### config.mk
export PLATFORM = sky130hd
export DESIGN_NAME = rsi_sqrt_cell
export DESIGN_NICKNAME = d
export VERILOG_FILES = /design/src/rtl/rsi_pkg.sv /design/src/rtl/rsi_sqrt_cell.sv
export SDC_FILE = /design/constraint.sdc
export NUM_CORES = 1
export LEC_CHECK = 0
export BUFFER_PORTS_ARGS = -buffer_cell sky130_fd_sc_hd__buf_2
export CORE_AREA = 5 5 226 228
export CTS_CLUSTER_DIAMETER = 150
export DETAILED_ROUTE_END_ITERATION = 16
export DIE_AREA = 0 0 231 233
export MAX_ROUTING_LAYER = met4
export PLACE_DENSITY = 0.51
export SLEW_MARGIN = 5
export SYNTH_ARGS = -nofsm -noshare
export SYNTH_HDL_FRONTEND = slang
export SYNTH_SLANG_ARGS = --single-unit
### constraint.sdc
create_clock -name clk -period 0.8 [get_ports clk]
set_input_delay 0.12 -clock clk [delete_from_list [all_inputs] [get_ports clk]]
set_output_delay 0.12 -clock clk [all_outputs]
set_load 0.01 [all_outputs]
### src/rtl/rsi_pkg.sv
// ----------------------------------------------------------------------------
// rsi_pkg: shared widths and types for the ray/sphere intersection pipeline
// Widths of every intermediate follow from the coordinate and fraction widths.
// ----------------------------------------------------------------------------
package rsi_pkg;

	localparam int CW   = 16;               // coordinate width
	localparam int FW   = 8;                // fraction bits of the hit point
	localparam int OW   = CW + FW;          // hit point width
	localparam int WW   = CW + 1;           // eye - center
	localparam int RDW  = CW - 1;           // radius
	localparam int R2W  = 2 * RDW;          // radius squared
	localparam int AW   = 2 * CW;           // a = d.d
	localparam int HPW  = CW + WW;          // one term of d.w
	localparam int HW   = 2 * CW + 3;       // h = d.w
	localparam int HAW  = 2 * CW + 2;       // |h|
	localparam int SQW  = 2 * CW + 1;       // one term of w.w
	localparam int CSW  = 2 * CW + 4;       // c
	localparam int CAW  = 2 * CW + 2;       // |c|
	localparam int HHW  = 2 * HAW;          // h*h
	localparam int ACW  = AW + CAW;         // a*|c|
	localparam int DW   = HHW + 1;          // discriminant
	localparam int RW   = 2 * ((DW + 2 * FW + 1) / 2); // sqrt radicand, even
	localparam int SW   = RW / 2;           // root bits = sqrt cells
	localparam int RMW  = SW + 1;           // sqrt partial remainder
	localparam int NW   = ((HW + FW > SW + 1) ? HW + FW : SW + 1) + 1; // numerator
	localparam int NL   = (NW + 1) / 2;     // low half of numerator
	localparam int NH   = NW - NL;          // high half of numerator
	localparam int PLW  = CW + NL + 1;
	localparam int PHW  = CW + NH;
	localparam int PW   = CW + NW;          // dir * numerator
	localparam int QB   = OW + 2;           // quotient bits kept = divide cells
	localparam int TW   = PW - QB;          // dividend bits above the quotient
	localparam int PSW  = QB + 3;           // point before saturation
	localparam int CO_LAT = QB + 6;         // pipeline stages in one coordinate unit

	localparam int IN_TDW  = ((3 * CW + 7) / 8) * 8;
	localparam int OUT_TDW = ((3 * OW + 7) / 8) * 8;

	typedef enum logic [2:0] {
		REG_EYE_X    = 3'd0,
		REG_EYE_Y    = 3'd1,
		REG_EYE_Z    = 3'd2,
		REG_CENTER_X = 3'd3,
		REG_CENTER_Y = 3'd4,
		REG_CENTER_Z = 3'd5,
		REG_RADIUS   = 3'd6
	} cfg_reg_t;

	// one beat moving down the square-root row
	typedef struct packed {
		logic                 vld;
		logic                 hit;
		logic                 tangent;
		logic [RW-1:0]        rad;
		logic [RMW-1:0]       rem;
		logic [SW-1:0]        root;
		logic [AW-1:0]        a;
		logic signed [HW-1:0] h;
		logic signed [CW-1:0] dx;
		logic signed [CW-1:0] dy;
		logic signed [CW-1:0] dz;
	} sq_t;

	// one beat moving down a divider row
	typedef struct packed {
		logic [AW-1:0] a;
		logic [AW-1:0] rem;
		logic [QB-1:0] num;
		logic [QB-1:0] quot;
		logic          neg;
		logic          ovf;
	} dv_t;

endpackage

### src/rtl/rsi_sqrt_cell.sv
// ----------------------------------------------------------------------------
// rsi_sqrt_cell: one digit of the integer square root
// Takes two radicand bits, decides one root bit, registers the beat.
// ----------------------------------------------------------------------------
module rsi_sqrt_cell import rsi_pkg::*; (
	input  logic clk,
	input  logic arst_n,
	input  logic en,
	input  sq_t  d,
	output sq_t  q
);

	logic [RMW+1:0] t;
	logic [RMW+1:0] trial;
	logic           ge;
	sq_t            nx;
	sq_t            dat_s1;
	logic           vld_s1;

	always_comb begin
		t     = {d.rem, d.rad[RW-1 -: 2]};
		trial = {1'b0, d.root, 2'b01};
		ge    = (t >= trial);
		nx    = d;
		nx.rad  = {d.rad[RW-3:0], 2'b00};
		nx.rem  = ge ? RMW'(t - trial) : RMW'(t);
		nx.root = {d.root[SW-2:0], ge};
	end

	always_ff @(posedge clk or negedge arst_n) begin
		if (!arst_n) begin
			vld_s1 <= 1'b0;
		end else if (en) begin
			vld_s1 <= d.vld;
		end
	end

	always_ff @(posedge clk) begin
		if (en) begin
			dat_s1 <= nx;
		end
	end

	always_comb begin
		q     = dat_s1;
		q.vld = vld_s1;
	end

endmodule

# == Word level (Yosys, flattened, before mapping) ==
# Cells that the tools add are included.
# word_totals
mem_bits_rw,0
latch_bits,0
regBits,289
input_bits,294
n_memories,0
word_cells,14
output_inout_bits,291
mem_bits_ro,0
# op_classes
add_sub_neg,1
n_mul,0
bitwise_logic,0
order_cmp,1
muxes,1
reduce_logical,0
eq_ne,0
shift,0
div_mod_pow,0
# op_table
cell,n
>= comparator 46 x 45 -> 1 bit,1
two-way mux 44 bit,1
subtractor 44 bit,1

# == Longest topological paths before layout ==
# Gate-level depths: netlist (run 1).
# depth
depth_word,2
depth_mapped,16
ltp_nobuf,12

# == Least setup slack after synthesis (run 1) ==
# Ideal clock, no wire load.
# synth_timing
kind,in2reg
from,in d[129] (netlist name)
to,"reg dat_s1, in the netlist q[184] (data pin)"
path_slack_ns,-1.794
setup_time_ns,0.262
arrival_time_ns,2.332
required_ns,0.538
path_buffers,2
cell_stages,13
cell_sequence,inv_1 > ha_1 > buf_2 > and4_1 > nand3_1 > or3_1 > o21bai_1 > o311ai_1 > nand2_2 > o21ba_4 > inv_4 > buf_8 > mux2_1
# synth_lines
element,line_no,rtl
from (decl),rsi_sqrt_cell.sv:9,"input sq_t d,"
to (signal assigned),rsi_sqrt_cell.sv:40,dat_s1 <= nx;
to (decl),rsi_sqrt_cell.sv:17,sq_t dat_s1;

==> impl_metrics.toml, run 1 <==
[outcome]
status = "finished, violations left"
violations = "negative hold slack, negative setup slack"

[job]
max-cap-violations = 0

[synth]
synthFlopType = "edfxtp_1"
ys_warn_count = 0
synth.avg_cell_area_um2 = 14.9
yosysSeqAreaShare_pct = 73.0
synth_cell_types = 58
synth_edf_count = 288
synth_area_mm2 = 0.0119
synthCells = 798
ys_ff_latch = 289
async_flop_share_pct = 0.346

[critical_path]
crit_path_start_kind = "primary input"
end_kind = "flop"
startpoint = "d[122]"
r2r_slack_ns = 0.05
worst_ep_required_time_ns = 1.11
setup.worst_path.end = "q[199]$_DFFE_PP_"
path_max_fanout = 4
r2r_end = "vld_s1$_DFFE_PN0P_"
crit_arrival_ns = 2.28
r2r_cells = 1
worst_r2r_startpoint = "vld_s1$_DFFE_PN0P_"
path_class = "primary input to flop"

[grt]
track_usage_pct = 20.3
grt_max_degree = 47
grt.overflow.total = 0
grt_pass1_wl_um = 78600
antenna_found_initial = 20
first_global_vias = 11900

[clock_tree]
hold_buffers = 282
clk_latency_ns = 0.54
clk_pin_slew_ns = 0.07
htreeDepth = 2
cts.path.max_buffers = 3
cts_buffers = 36
cts.sinks = 289
cts_tree = "yes"
root_buffer = "clkbuf_16"

[pwr]
powerDensity_mw_per_mm2 = 1990
leakagePower_uw = 0.0100
ir_drop_mv = 1.47

[cells_and_area]
seq_area_mm2 = 0.00867
fill_cells = 4396
nNetsFinal = 2259
instances_no_fill = 2588
multi_input_area_mm2 = 0.00381
drive_gt1_share_pct = 53.8
syn_to_final_growth_pct = 94.8

[floorplanning]
die_w_um = 231
core_mm2 = 0.0486
start_util_pct = 24.4
dieArea_mm2 = 0.0538
num_rows = 81
die_h_um = 233
io_pins = 585

[routing]
postRouteAntennaNets = 0
post_drt_via_cell_ratio = 4.31
remaining_drc_errors = 0
first_pass_iters = 4
vias = 11200
drtIter0Drc = 538
wl_um = 56200
post_drt_wl_per_cell_um = 21.7

[sta]
grt_setup_unrepaired = "true"
finalCritPeriodShare_pct = 246
timing.hold.ws_ns = -0.00579
period_minus_slack_ns = 1.97
maxSlewViolCount = 0
timing.fmax_ghz = 0.508
skew_ns = 0
layout_setup_ws_ns = -1.17
hold_viol = 1
setup-violations-final = 334

[placed_design]
io_buffers = 582
gp_congestion = 0.937
place_ws_ns = -2.04
dp_hpwl_um = 42500
dp_cells = 2189

[worst_hold_path]
hp-class = "primary input to flop"
## synth_stat cells, drive strengths merged, types with 3 or more instances
cell type / number / area, um2
o31ai: 5 / 37.5
o21a: 8 / 60.1
inv: 56 / 213
nor2: 54 / 203
a31oi: 6 / 37.5
nor3: 4 / 20.0
xnor2: 19 / 166
a21oi: 73 / 392
and4: 4 / 35.0
o21bai: 7 / 52.6
or3: 3 / 18.8
buf: 14 / 105
ha: 45 / 563
o211ai: 5 / 37.5
nand2b: 3 / 18.8
o21ai: 34 / 170
nand3: 11 / 55.1
nand2: 48 / 183
edfxtp: 288 / 8650
nand4: 10 / 62.6
a211oi: 3 / 22.5
and2: 4 / 25.0
clkbuf: 10 / 37.5
a221oi: 3 / 26.3
xor2: 22 / 193
and3: 6 / 37.5
a21o: 23 / 173
## cell type report
| cell class | instances | area share [%] |
|---|---|---|
| multi-input cells | 430 | 16.5 |
| clock buffers | 40 | 3.96 |
| flip-flops and latches | 289 | 37.5 |
| repair buffers | 1107 | 36.3 |
| inverters | 56 | 1.05 |
| clock inverters | 26 | 1.20 |
| well taps | 622 | 3.36 |
| diodes | 18 | 0.195 |
## worst max-delay path: stages
cell	delay [ns]
buf_8	0.08
inv_4	0.03
ha_4	0.27
and2_4	0.16
buf_6	0.10
nand3_4	0.09
buf_6	0.14
o2111ai_4	0.29
a21o_1	0.23
a31oi_4	0.13
or3_4	0.35
nand3_2	0.09
xnor2_1	0.13
a21oi_2	0.07
## state kept, by name, indices dropped and copies added (netlist names)
signal and cells:
q 288, vld_s1 1
## cells in the final DEF (no fill, tap or decap), drive strengths merged, types with 4 or more instances in the layout
cell | netlist | final
edfxtp | 288 | 288
o21bai | 7 | 7
bufinv | 0 | 4
nor2 | 54 | 54
a21oi | 73 | 73
a21o | 23 | 23
a31oi | 6 | 6
nand3 | 11 | 11
and3 | 6 | 6
and4 | 4 | 4
dlygate4sd3 | 0 | 282
o31ai | 5 | 5
inv | 56 | 61
clkbuf | 10 | 40
o21ai | 34 | 34
nand2 | 48 | 48
o21a | 8 | 8
diode | 0 | 18
nor3 | 4 | 4
xnor2 | 19 | 19
clkinvlp | 0 | 4
buf | 14 | 825
xor2 | 22 | 22
clkinv | 0 | 13
ha | 45 | 45
and2 | 4 | 4
o211ai | 5 | 5
nand4 | 10 | 10
## kinds of logic after synthesis
| kind of cell | Yosys count | synth area share (%) |
|---|---|---|
| AOI/OAI and AO/OA | 185 | 9.97 |
| xor gates and xnor gates | 41 | 3.02 |
| adders and majority gates | 45 | 4.74 |
| buffers and inverters | 80 | 2.99 |
| DFF | 289 | 73.0 |
| muxes | 2 | 0.190 |
| other | 1 | 0.0316 |
| and+or+nand+nor | 155 | 6.01 |
## repair_timing
action / 4_1_cts / 5_1_grt
pin swaps: 50 / 38
gates resized for setup: 246 / 111
hold endpoints to repair: 284 / 1
cloned: 1 / 0
setup endpoints to repair: 334 / 334
buffers inserted: 24 / 15
## worst min-delay path by stage
stage | from | end | slack [ns] | cells after the start
final | d[182] | q[184]$_DFFE_PP_ | -0.006 | 3
after global placement | arst_n | vld_s1$_DFFE_PN0P_ | -0.10 | 1
after global routing | d[182] | q[184]$_DFFE_PP_ | -0.03 | 3
after CTS | d[182] | q[184]$_DFFE_PP_ | -0.04 | 3
after floorplan | arst_n | vld_s1$_DFFE_PN0P_ | -0.18 | 0
after detailed placement | arst_n | vld_s1$_DFFE_PN0P_ | -0.10 | 1
## power breakdown
part / leakage [uW] / internal, uW / switching [uW]
clock network: 0.000573 / 9710 / 6880
logic: 0.00663 / 5530 / 5070
registers: 0.00283 / 18300 / 491
## through the flow
stage / total power, uW / TNS (ns) / area (um2) / utilization (%) / hold slack [ns]
after global routing: 48100 / -179.21 / 23100 / 47.5 / -0.0316
after global placement: 27000 / -127.51 / 17400 / 35.8 / -0.105
after floorplan: 22200 / -67.38 / 12200 / - / -0.176
after CTS: 46200 / -171.39 / 22500 / 46.3 / -0.0422
after detailed placement: 27000 / -127.04 / 17400 / 35.8 / -0.102
final: 46000 / -160.96 / 23100 / 47.5 / -0.00579
## per-layer routing
layer | vias up | wire, um | GRT usage, %
met2 | 405 | 28600 | 35.0
met4 | 0 | 2330 | 7.43
li1 | 5283 | - | -
met1 | 5379 | 21700 | 22.7
met3 | 93 | 3560 | 5.39
met5 | - | 0 | -
(Power assumes the default switching activity.)
==> inputs of run 2 (changes only) <==
--- a/config.mk
+++ b/config.mk
@@ -7,7 +7,9 @@
 export LEC_CHECK = 0
 export BUFFER_PORTS_ARGS = -buffer_cell sky130_fd_sc_hd__buf_2
 export CORE_AREA = 5 5 226 228
+export CTS_BUF_LIST = sky130_fd_sc_hd__clkbuf_16
 export CTS_CLUSTER_DIAMETER = 150
+export CTS_CLUSTER_SIZE = 14
 export DETAILED_ROUTE_END_ITERATION = 16
 export DIE_AREA = 0 0 231 233
 export MAX_ROUTING_LAYER = met4
==> run 2 against run 1 <==
The run ends with negative setup slack left; final cell count fell by 1.7%; clock skew did not move; sequential share of layout area rose by 1.2 points; sequential power barely moved; final area fell by 3.0%; worst setup slack got worse by 0.083 ns; clock-buffer cell count fell by 15; hold slack improved by 0.016 ns; critical path depth did not move; routed wire length rose by 0.44%; clock power fell by 33%; global-route usage fell by 0.22 points; critical endpoint is now q[196]$_DFFE_PP_.
==> impl_metrics.toml, run 2 (same netlist as run 1, synthesis figures left out) <==
[sta]
period_minus_slack_ns = 2.05
finalCritPeriodShare_pct = 256
skew_ns = 0
maxSlewViolCount = 0
hold_viol = 0
setup-violations-final = 334
timing.fmax_ghz = 0.488
layout_setup_ws_ns = -1.25
grt_setup_unrepaired = "true"

[routing]
post_drt_via_cell_ratio = 4.37
remaining_drc_errors = 0
postRouteAntennaNets = 0
vias = 11100
drtIter0Drc = 583
wl_um = 56500
post_drt_wl_per_cell_um = 22.2
first_pass_iters = 5

[job]
max-cap-violations = 0

[worst_hold_path]
hold_start = "d[182]"
whs_path_depth = 3
hold_path_end = "q[184]$_DFFE_PP_"
hp-class = "primary input to flop"

[outcome]
status = "finished, violations left"
violations = "negative setup slack"

[cells_and_area]
instances_no_fill = 2545
final_common_cell = "buf_2"
mostFrequentLayoutCells = "buf_2, edfxtp_1, dlygate4sd3_1, buf_4, buf_6"
syn_to_final_growth_pct = 88.9
nNetsFinal = 2239
drive_gt1_share_pct = 52.1
largest_reg_flops = 288

[critical_path]
cpPeakStageDelay_ns = 0.24
r2r_cells = 1
path_class = "primary input to flop"
crit_path_start_kind = "primary input"
cp_slowest_cell = "a31oi_1"
r2r_slack_ns = 0.05
crit_arrival_ns = 2.36
worst_r2r_startpoint = "vld_s1$_DFFE_PN0P_"
end_kind = "flop"
r2r_end = "vld_s1$_DFFE_PN0P_"
path_max_fanout = 9
worst_ep_required_time_ns = 1.11
cp_cell_sequence = "buf_2, inv_2, ha_4, buf_4, a21o_1, a31oi_1, nand2_1, nor2_1, o311ai_4, nand2_2, o21ba_4, inv_8, buf_12, o221a_1"

[placed_design]
dp_hpwl_um = 42500
gp_congestion = 0.937
io_buffers = 582
dp_cells = 2189

[floorplanning]
core_mm2 = 0.0486
dieArea_mm2 = 0.0538
die_h_um = 233
io_pins = 585
num_rows = 81
start_util_pct = 24.4
die_w_um = 231

[grt]
grt_max_degree = 47
first_global_vias = 11700
grt.overflow.total = 0
antenna_found_initial = 16
grt_pass1_wl_um = 78100
track_usage_pct = 20.0

[clock_tree]
cts.path.max_buffers = 3
cts_buffers = 24
cts_tree = "yes"
clk_pin_slew_ns = 0.08
htreeDepth = 1
cts.sinks = 289
root_buffer = "clkbuf_16"
clk_latency_ns = 0.53

[pwr]
powerDensity_mw_per_mm2 = 1800
leakagePower_uw = 0.00973
ir_drop_mv = 1.10
finalPower_uw = 40400
run 2: changes by cell type in the layout (fill, tap and decap cells not counted), sizes merged:
cell | previous run | this run
buf | 825 | 814
bufinv | 4 | 0
clkbuf | 40 | 26
clkinv | 13 | 0
clkinvlp | 4 | 1
diode | 18 | 15
dlygate4sd3 | 282 | 284
inv | 61 | 64
run 2: timing repair:
item	in CTS	in global routing
endpoints found under the setup margin	334	334
endpoints found under the hold margin	285	2
pin swaps	39	33
gates cloned	1	1
resized for setup	223	108
hold buffers	283	1
setup buffers	19	8
run 2: layout make-up:
cell class	instances	area, um2
diodes	15	37.5
clock buffers	25	626
clock inverters	9	37.5
fillers	4447	26200
inverters	56	245
multi-input cells	430	3740
flip-flops and latches	289	8670
well taps	622	778
repair buffers	1099	8300
run 2: worst max-delay path by stage:
stage	slack [ns]	startpoint	cells after the start	endpoint
floorplan	-1.60	d[129]	13	q[184]$_DFFE_PP_
global placement	-2.03	d[116]	13	q[201]$_DFFE_PP_
detailed placement	-2.04	d[116]	13	q[201]$_DFFE_PP_
CTS	-1.20	d[164]	12	q[201]$_DFFE_PP_
global route	-1.29	d[152]	12	q[196]$_DFFE_PP_
finish	-1.25	d[136]	14	q[196]$_DFFE_PP_
run 2: power by group:
part	leakage (uW)	total [uW]	internal (uW)	switching, uW
Combinational	0.00655	10500	5440	5030
Clock	0.000351	11200	5560	5600
Sequential	0.00283	18800	18300	496
Total	0.00973	40400	29300	11100
run 2: per-layer routing:
metal / wire [um] / up-vias / GRT usage, %
li1: - / 5219 / -
met1: 22400 / 5398 / 23.1
met2: 28500 / 415 / 34.3
met3: 3380 / 79 / 4.43
met4: 2180 / 0 / 7.60
met5: 0 / - / -
run 2: through the flow:
stage	setup WS, ns	utilization (%)	area (um2)	TNS [ns]	hold slack [ns]
after global routing	-1.29	46.1	22400	-183.88	-0.0283
after floorplan	-1.60	-	12200	-67.38	-0.176
final	-1.25	46.1	22400	-164.06	0.0105
after global placement	-2.03	35.8	17400	-127.51	-0.105
after CTS	-1.20	45.0	21900	-174.81	-0.0358
after detailed placement	-2.04	35.8	17400	-127.04	-0.102
run 2: worst max-delay path, delay by kind of cell:
family          cells  cell delay [ns]
simple gates        3             0.40
buf+inv             5             0.61
compound gates      5             1.02
fa+ha+maj           1             0.20
==> inputs of run 3 (changes only) <==
--- a/config.mk
+++ b/config.mk
@@ -6,14 +6,14 @@
 export NUM_CORES = 1
 export LEC_CHECK = 0
 export BUFFER_PORTS_ARGS = -buffer_cell sky130_fd_sc_hd__buf_2
-export CORE_AREA = 5 5 226 228
+export CORE_AREA = 5 5 222 224
 export CTS_BUF_LIST = sky130_fd_sc_hd__clkbuf_16
 export CTS_CLUSTER_DIAMETER = 150
 export CTS_CLUSTER_SIZE = 14
 export DETAILED_ROUTE_END_ITERATION = 16
-export DIE_AREA = 0 0 231 233
+export DIE_AREA = 0 0 227 229
 export MAX_ROUTING_LAYER = met4
-export PLACE_DENSITY = 0.51
+export PLACE_DENSITY = 0.5
 export SLEW_MARGIN = 5
 export SYNTH_ARGS = -nofsm -noshare
 export SYNTH_HDL_FRONTEND = slang
==> constraint.sdc (replaced) <==
create_clock -name clk -period 2.1 [get_ports clk]
set_input_delay 0.315 -clock clk [delete_from_list [all_inputs] [get_ports clk]]
set_output_delay 0.315 -clock clk [all_outputs]
set_load 0.01 [all_outputs]
==> run 3 against run 2 <==
The flow still finishes with violations (negative setup slack); clock skew unchanged; final cell count fell by 2.0%; utilization grew 0.20 points; largest power group unchanged.
==> impl_metrics.toml, run 3 (same netlist as run 1, synthesis figures left out) <==
[outcome]
status = "finished, violations left"
violations = "negative setup slack"

[cells_and_area]
final_common_cell = "buf_2"
fill_cells = 4246
fin_area_mm2 = 0.0218
largest_reg_flops = 288
nNetsFinal = 2197
drive_gt1_share_pct = 55.0
mostFrequentLayoutCells = "buf_2, edfxtp_1, dlygate4sd3_1, buf_4, inv_1"
seq_area_mm2 = 0.00867
multi_input_area_mm2 = 0.00396
syn_to_final_growth_pct = 83.9

[routing]
first_pass_iters = 5
postRouteAntennaNets = 0
post_drt_wl_per_cell_um = 21.9
vias = 11000
remaining_drc_errors = 0
wl_um = 54700
post_drt_via_cell_ratio = 4.40
drtIter0Drc = 537

[sta]
setup-violations-final = 40
timing.fmax_ghz = 0.451
period_minus_slack_ns = 2.22
tns_ns = -3.28
layout_setup_ws_ns = -0.118
skew_ns = 0
finalCritPeriodShare_pct = 106
maxSlewViolCount = 0
timing.hold.ws_ns = 0.0473
hold_viol = 0
grt_setup_unrepaired = "true"

[worst_hold_path]
hp-class = "primary input to flop"

[grt]
grt_pass1_wl_um = 76300
grt_max_degree = 57
track_usage_pct = 20.2
grt.overflow.total = 0
antenna_found_initial = 13
first_global_vias = 11600

[placed_design]
io_buffers = 582
dp_hpwl_um = 41300
gp_congestion = 0.922
placed_area_mm2 = 0.0174

[clock_tree]
clk_pin_slew_ns = 0.07
cts_buffers = 24
root_buffer = "clkbuf_16"
cts.sinks = 289
cts.path.max_buffers = 3
clk_latency_ns = 0.54
htreeDepth = 1
cts_tree = "yes"

[job]
max-cap-violations = 0

[floorplanning]
die_h_um = 229
die_w_um = 227
dieArea_mm2 = 0.0520
start_util_pct = 25.2
io_pins = 585
num_rows = 80
core_mm2 = 0.0471

[critical_path]
crit_arrival_ns = 2.51
worst_ep_required_time_ns = 2.39
end_kind = "flop"
path_class = "primary input to flop"
path_max_fanout = 6
crit_path_start_kind = "primary input"

[pwr]
ir_drop_mv = 0.615
leakagePower_uw = 0.00945
powerDensity_mw_per_mm2 = 699
[run 3: cell count changes in the layout (fill, tap and decap cells not counted), moves of 4 or more]
cell           delta
buf_2            +63
buf_6            -61
dlygate4sd3_1    -42
nor2_1           -13
a21oi_1           -9
nor2_4            +9
a21oi_2           +6
nand2_1           -5
nand2_2           +5
nor2_2            +4
o21ai_2           -4
[run 3: critical path: stages]
cell and delay [ns]:
buf_8 0.10, inv_6 0.05, ha_4 0.20, a21o_1 0.18, a21o_1 0.19, a21oi_2 0.18
o211ai_1 0.11, a2111o_1 0.37, o21ba_4 0.30, inv_8 0.07, buf_12 0.14, buf_16 0.14
nor2_4 0.10, a21oi_2 0.04
[run 3: power breakdown]
group	internal (uW)	switching, uW
clock	2110	2050
sequential	6960	151
combinational	1970	2000
[run 3: cell type report]
class	instances	area share, %
Multi-Input combinational cell	430	18.1
Inverter	56	1.10
Clock inverter	9	0.172
Antenna cell	13	0.149
Sequential cell	289	39.7
Clock buffer	25	2.87
Timing Repair Buffer	1057	34.3
Tap cell	615	3.52
[run 3: final timing paths]
check                                   start                 end  slack, ns  depth (start not counted)
setup / recovery                       d[152]    q[175]$_DFFE_PP_      -0.12                         14
hold / removal                         d[142]    q[143]$_DFFE_PP_       0.05                          2
setup reg to reg           vld_s1$_DFFE_PN0P_  vld_s1$_DFFE_PN0P_       1.35                          1
hold reg to reg            vld_s1$_DFFE_PN0P_  vld_s1$_DFFE_PN0P_       0.52                          1
max in group asynchronous              arst_n  vld_s1$_DFFE_PN0P_       1.93                          2
min in group asynchronous              arst_n  vld_s1$_DFFE_PN0P_       0.09                          2
[run 3: repair_timing]
action | in CTS | in global routing
endpoints found under the hold margin | 242 | 0
hold buffers | 242 | 0
gates resized for setup | 139 | 120
setup buffers | 16 | 15
pin swaps | 42 | 46
gates cloned | 2 | 1
endpoints found under the setup margin | 45 | 45
[run 3: stage by stage]
step	total power (uW)	setup slack [ns]	utilization, %	instances
floorplan	8450	-0.498	-	799
global placement	10300	-1.19	36.8	2175
detailed placement	10300	-1.14	36.8	2175
CTS	15200	-0.157	44.9	2466
global route	16000	-0.150	46.3	2494
finish	15300	-0.118	46.3	2494
[run 3: metal layers]
metal / track usage (%) / part of all wire, %
met3: 4.32 / 7.0
met4: 9.94 / 6.1
met5: - / 0
met2: 34.1 / 49
met1: 22.8 / 38
